$ cat src/design/evsb_pkg.sv
// ----------------------------------------------------------------------------
// evsb_pkg
// shared types, codes and fixed-point constants of the velocity source blender
// ----------------------------------------------------------------------------
package evsb_pkg;

  localparam int unsigned MAX_SOURCES_DEF = 16;

  // request action codes
  localparam logic [1:0] ACT_REFRESH = 2'd0;
  localparam logic [1:0] ACT_RELEASE = 2'd1;
  localparam logic [1:0] ACT_CLEAR   = 2'd2;
  localparam logic [1:0] ACT_TICK    = 2'd3;

  // q1.30 arithmetic
  localparam int unsigned QW        = 31;
  localparam logic [QW-1:0] Q30_ONE  = 31'd1073741824;
  localparam logic [QW-1:0] Q30_HALF = 31'd536870912;
  localparam logic [63:0] EXP_BASE   = 64'd1073725440;
  localparam int unsigned EXP_BITS   = 21;
  localparam logic [64:0] CUTOFF_SQ  = 65'd10737418;

  // ratio divider: (tick << 16) / response
  localparam int unsigned DIVD_W = 48;
  localparam int unsigned DIVS_W = 32;

  typedef logic [QW-1:0] exp_tab_t [EXP_BITS];

  // exp(-2^(i-16)) in q1.30, each factor the rounded square of the one before
  function automatic exp_tab_t build_exp_tab();
    exp_tab_t    t;
    logic [63:0] e;
    e = EXP_BASE;
    for (int i = 0; i < EXP_BITS; i++) begin
      t[i] = e[QW-1:0];
      e    = (e * e + 64'(Q30_HALF)) >> 30;
    end
    return t;
  endfunction

  localparam exp_tab_t EXP_TAB = build_exp_tab();

  typedef struct packed {
    logic [63:0]        key;
    logic signed [31:0] tgt_x;
    logic signed [31:0] tgt_y;
    logic signed [31:0] cur_x;
    logic signed [31:0] cur_y;
    logic [31:0]        resp;
    logic [31:0]        remain;
  } slot_rec_t;

endpackage

$ cat src/design/evsb_divider.sv
// ----------------------------------------------------------------------------
// evsb_divider
// restoring divider, one quotient bit per cycle
// ----------------------------------------------------------------------------
module evsb_divider (
  input  logic                        clk_i,
  input  logic                        rst_ni,
  input  logic                        start_i,
  input  logic [evsb_pkg::DIVD_W-1:0] dividend_i,
  input  logic [evsb_pkg::DIVS_W-1:0] divisor_i,
  output logic                        done_o,
  output logic [evsb_pkg::DIVD_W-1:0] quotient_o
);

  localparam int unsigned CW = $clog2(evsb_pkg::DIVD_W + 1);

  logic                        busy_q;
  logic [CW-1:0]               cnt_q;
  logic [evsb_pkg::DIVS_W:0]   rem_q;
  logic [evsb_pkg::DIVD_W-1:0] quo_q;
  logic [evsb_pkg::DIVS_W-1:0] dvs_q;
  logic                        done_q;
  logic [evsb_pkg::DIVS_W:0]   trial;
  logic                        take;

  assign trial = {rem_q[evsb_pkg::DIVS_W-1:0], quo_q[evsb_pkg::DIVD_W-1]};
  assign take  = trial >= {1'b0, dvs_q};

  always_ff @(posedge clk_i or negedge rst_ni) begin
    if (!rst_ni) begin
      busy_q <= 1'b0;
      cnt_q  <= '0;
      done_q <= 1'b0;
    end else begin
      done_q <= 1'b0;
      if (start_i) begin
        busy_q <= 1'b1;
        cnt_q  <= '0;
      end else if (busy_q) begin
        cnt_q <= cnt_q + 1'b1;
        if (cnt_q == CW'(evsb_pkg::DIVD_W - 1)) begin
          busy_q <= 1'b0;
          done_q <= 1'b1;
        end
      end
    end
  end

  always_ff @(posedge clk_i) begin
    if (start_i) begin
      rem_q <= '0;
      quo_q <= dividend_i;
      dvs_q <= divisor_i;
    end else if (busy_q) begin
      rem_q <= take ? (trial - {1'b0, dvs_q}) : trial;
      quo_q <= {quo_q[evsb_pkg::DIVD_W-2:0], take};
    end
  end

  assign done_o     = done_q;
  assign quotient_o = quo_q;

endmodule
$ cat config.mk
export PLATFORM = sky130hd
export DESIGN_NAME = evsb_divider
export DESIGN_NICKNAME = d
export VERILOG_FILES = /design/src/design/evsb_pkg.sv /design/src/design/evsb_divider.sv
export SDC_FILE = /design/constraint.sdc
export NUM_CORES = 1
export LEC_CHECK = 0
export BUFFER_PORTS_ARGS = -buffer_cell sky130_fd_sc_hd__buf_2
export CAP_MARGIN = 30
export CORE_ASPECT_RATIO = 0.6
export CORE_MARGIN = 2
export CORE_UTILIZATION = 45
export DETAILED_ROUTE_END_ITERATION = 10
export GPL_TIMING_DRIVEN = 0
export PLACE_DENSITY = 0.69
export SLEW_MARGIN = 20
export SYNTH_ARGS = -nofsm -noshare
export SYNTH_HDL_FRONTEND = slang
export SYNTH_SLANG_ARGS = --single-unit
$ cat constraint.sdc
create_clock -name clk_i -period 3.1 [get_ports clk_i]
set_input_delay 0.62 -clock clk_i [delete_from_list [all_inputs] [get_ports clk_i]]
set_output_delay 0.62 -clock clk_i [all_outputs]
set_load 0.02 [all_outputs]
Word-level counts from Yosys, hierarchy flattened
Cells that the tools add are included.
W data, S select, Z words.
Cells by class
  add/subtract/negate cells: 2
  order comparisons: 1
  eq/ne operators: 1
  mux-type cells: 11
  reduce and logical (&&, ||, !) cells: 1
Operator list (number)
  $mux W48: 2
  $ge A33 B32 Y1: 1
  $mux W32: 1
  $sub A32 B32 Y32: 1
  $mux W6: 2
  $add A6 B1 Y6 const B: 1
  $eq A6 B6 Y1 const B: 1
  $mux W1: 6
  $reduce_bool A2 Y1: 1
Word-level totals
  register bits after elaboration: 120
  input bits: 83
  logic and storage cells: 22

Logic depth before layout (Yosys ltp)
  depth after elaboration: 4
  depth in mapped cells: 13
  gate-level depth less buffers: 12

Worst setup path after synthesis
No wires, ideal clock.
  kind: reg-to-reg
  from: register quo_q (netlist bit quotient_o[47])
  to: register rem_q[27] (netlist name)
  setup time: 73 ps
  arrival: 2552 ps
  required time: 3027 ps
  slack: 475 ps
  stages on the path, launching flop included: 12
  buffers on the path: 0
  cells stage by stage: edfxtp_1 -> inv_1 -> ha_1 -> nor2b_1 -> o2111ai_1 -> nand2_1 -> a31oi_4 -> o21a_1 -> o21ai_2 -> mux2_2 -> o311a_1 -> nor3_2
On the way
  word-level cells in the longest chain between the ends: 2
  elaborated cells between the ends (all ways): 3
  classes of those cells: 1 x add/sub; 1 x order compare; 1 x mux
Ends and longest elaborated chain
  start, declared: RTL line evsb_divider.sv:20  | logic [evsb_pkg::DIVD_W-1:0] quo_q;
  start signal, assigned: RTL line evsb_divider.sv:52  | quo_q <= dividend_i;
  start signal, assigned: RTL line evsb_divider.sv:56  | quo_q <= {quo_q[evsb_pkg::DIVD_W-2:0], take};
  $sub A32 B32 Y32 or $ge A33 B32 Y1 (tied branches): RTL line evsb_divider.sv:55, evsb_divider.sv:27
  $mux W32 *: RTL line evsb_divider.sv:55  | rem_q <= take ? (trial - {1'b0, dvs_q}) : trial;
  end signal, assigned: RTL line evsb_divider.sv:55
  end, declared: RTL line evsb_divider.sv:19  | logic [evsb_pkg::DIVS_W:0] rem_q;
Every way passes the cells marked *; elsewhere a longest branch is shown, timed or not.
A chain may end at the register's enable or synchronous reset.

Worst setup path in the final report
  from: register dvs_q[4] (netlist name)
  to: register rem_q[4] (netlist name)
On the way
  word-level cells in the longest chain between the ends: 2
  elaborated cells between the ends (all ways): 3
  classes of those cells: 1 x add/sub; 1 x order compare; 1 x mux
Ends and longest elaborated chain
  start, declared: RTL line evsb_divider.sv:21  | logic [evsb_pkg::DIVS_W-1:0] dvs_q;
  start signal, assigned: RTL line evsb_divider.sv:53  | dvs_q <= divisor_i;
  $sub A32 B32 Y32 or $ge A33 B32 Y1 (tied branches): RTL line evsb_divider.sv:55, evsb_divider.sv:27
  $mux W32 *: RTL line evsb_divider.sv:55
Marks and branches as above.

==> run summary <==
Area Growth Syn to Fin: 24.23%
Tmin final: 3.009 ns
WP data required: 3.41 ns
Worst-skew pair later-pin latency: 0.42 ns
Net Sw Frac: 0.3766
FF+latch count, synth: 120
# DRC: 0
Crit path max-delay family: compound AO/OA/AOI/OAI gates
Relative slew slack: 0.4541
Post-Synthesis Cell Area: 0.006733 mm^2
Average wire per standard cell: 17.42 um
Leak: 0.003616 uW
Iter 0 DRT Violations: 482
Seq/Total Area, Yosys: 0.4817
Slowest stage delay, CP: 0.36 ns
Proportion of layout cells with a drive suffix above 1: 0.3130
Slew Viols, Final: 0
Hold Vio Cnt, Final: 0
Clock Skew: 0.01044 ns
Clock power share: 0.295
Max Fanout on Critical Path: 10
Power Dens Cells: 842.9 mW/mm^2
Yosys warns: 0
Top FF cell, synth: edfxtp_1
Pre-CTS setup slack: -0.2333 ns
First-pass iteration count of the detailed router: 5
Crit-path most repeated cell: buf_6
Ys async rst share: 0.06667
Starting Density: 0.4628
Worst-path clk slew: 0.06 ns
CTS tree: done
Fin nets: 922
Crit Path Category: reg2reg
Worst Hold Class: in2async
Startpoint Class: register
Unrepaired setup endpoints after global routing: no
Netlist cell types: 60
Mapped Cells: 649
Via count: 5627
Die area: 0.01599 mm^2
Setup TNS: 0 ns
Pin slew with the least headroom to its limit: 0.8189 ns
Worst path slowest cell: edfxtp_1
Mean post-synth cell area: 10.37 um^2
Final period util: 0.9706
Root Driver: clkbuf_16
Final setup fails: 0
Final ANT Viol Nets: 0
Pin count of the biggest net entering global routing: 38
First-pass GRT wire length: 28150 um
Worst setup margin: 0.09127 ns
Max cap viols: 0
Worst EP arrival: 3.32 ns
Logic pwr share: 0.392
Syn nets: 766
Fmax: 332.4 MHz
WP buf/inv: 3
Int Power: 4395 uW
Number of flops mapped to enable cells by yosys: 80
CORE AREA: 0.01455 mm^2
Fin util: 0.5749
Gr ovfl total: 0
Post-Route WL: 17700 um
Routability cong.: 0.9710
Sequential power share: 0.314
Dpl hpwl: 12920 um
Layout fillers: 1243
Total GRT Usage: 0.2256
Number of global-route vias before repair: 5452
Clk sinks: 120
# diodes: 0
Vias per cell: 5.538
Maximum VDD drop: 0.4022 mV
Die X: 161.9 um
Antenna violations before repair: 0
Number of H-tree levels: 4
Total Power: 7050 uW
Nature of the critical path endpoint: register
Cts bufs inserted: 17
CTS Hold Bufs: 0
Status: finished clean
Longest Clk Path Bufs: 2
Crit path cell chain: inv_1 > ha_1 > a21o_1 > a31oi_4 > a2111oi_4 > nand3b_2 > a21oi_4 > o21a_1 > buf_6 > buf_6 > nand2_1 > a311oi_1
WHS: 0.03212 ns
Die Y: 98.75 um
Net Sw Power: 2655 uW
Ports: 132
Port Buf Inserts: 131
FP Rows: 34
==> power by group through the flow <==
| stage | clock [uW] | combinational [uW] | sequential [uW] |
|---|---|---|---|
| final | 2080 | 2760 | 2210 |
| after global routing | 2180 | 3000 | 2230 |
| after CTS | 2110 | 2600 | 2200 |
| after detailed placement | 0 | 2560 | 2220 |
| after global placement | 0 | 2510 | 2210 |
| after floorplan | 0 | 1840 | 2260 |
==> metal layers <==
layer | track usage | wire (um)
met3 | 0.04377 | 1270
met2 | 0.3224 | 7591
met4 | 0.07828 | 238
met1 | 0.3409 | 8598
met5 | 0 | 0
==> area by class of cell <==
cell class                      instances  area, um^2  share of cell area
Inverter                               42       157.7             0.01885
Clock buffer                           17       425.4             0.05086
Timing Repair Buffer                  138       720.7             0.08616
Tap cell                              198       247.7             0.02962
Clock inverter                         15       192.7             0.02304
Buffer                                 36       182.7             0.02184
Multi-Input combinational cell        450        3194              0.3819
Sequential cell                       120        3243              0.3877
==> Yosys cell counts (all sizes together), types with 6 or more instances <==
cell type,n,share of area
nand2,87,0.049
edfxtp,80,0.36
nor2,55,0.031
mux2,49,0.082
inv,42,0.023
a21oi,39,0.030
ha,33,0.061
dfxtp,32,0.095
o21ai,28,0.023
a311oi,24,0.031
clkbuf,22,0.013
xnor2,17,0.022
buf,15,0.014
nand4,15,0.015
xor2,13,0.017
a21o,12,0.013
dfrtp,8,0.030
nor2b,6,0.0056
==> metrics by stage <==
stage	area [um^2]	cells
final	8364	1016
after CTS	8287	1011
after global placement	7636	978
after global routing	8364	1016
after detailed placement	7656	979
after floorplan	6733	649
==> kinds of logic after synthesis <==
kind of cell,count (synthesis),share of synthesized area
buffers and inverters,79,0.05036
AOI/OAI and AO/OA,140,0.1472
DFF,120,0.4817
xor gates and xnor gates,30,0.03903
and+or+nand+nor,194,0.1310
adders and majority gates,34,0.06430
muxes,52,0.08642
==> registers in the layout, summed over array words and instances, names as in the netlist <==
name,flops
quotient_o,48
dvs_q,32
rem_q,32
cnt_q,6
busy_q,1
done_o,1
==> final timing paths <==
path / slack, ns / endpoint / cells after the start / startpoint
min: 0.03 / cnt_q[4] / 1 / rst_ni
max reg2reg: 0.09 / rem_q[4] / 12 / dvs_q[4]
max: 0.09 / rem_q[4] / 12 / dvs_q[4]
min reg2reg: 0.51 / rem_q[5] / 2 / rem_q[4]
max in group asynchronous: 2.89 / busy_q / 1 / rst_ni
min in group clk_i: 0.37 / dvs_q[16] / 1 / divisor_i[16]
==> repair_timing <==
action,CTS,global route
pin swaps,0,5
setup endpoints to repair,19,32
resized for setup,2,12
buffers inserted,0,6
==> cells in the final DEF (no fill, tap or decap), types with 4 or more instances in the layout <==
cell type	instances
dfrtp_1	8
nor2_1	55
clkbuf_16	17
a211oi_1	4
o21a_1	5
a21oi_1	37
dfxtp_1	32
clkbuf_1	19
edfxtp_1	80
inv_6	4
mux2_2	49
nor2b_1	6
buf_4	7
a21o_1	12
nor3_1	4
o211ai_1	5
clkinv_4	5
nand2b_1	4
xor2_1	13
buf_2	140
a311oi_1	23
nand3_1	5
inv_1	41
xnor2_1	17
nand2_1	87
o21ai_1	7
nand4_1	14
ha_1	32
o21ai_0	18
Note: power is estimated with default switching activity, not from simulation.
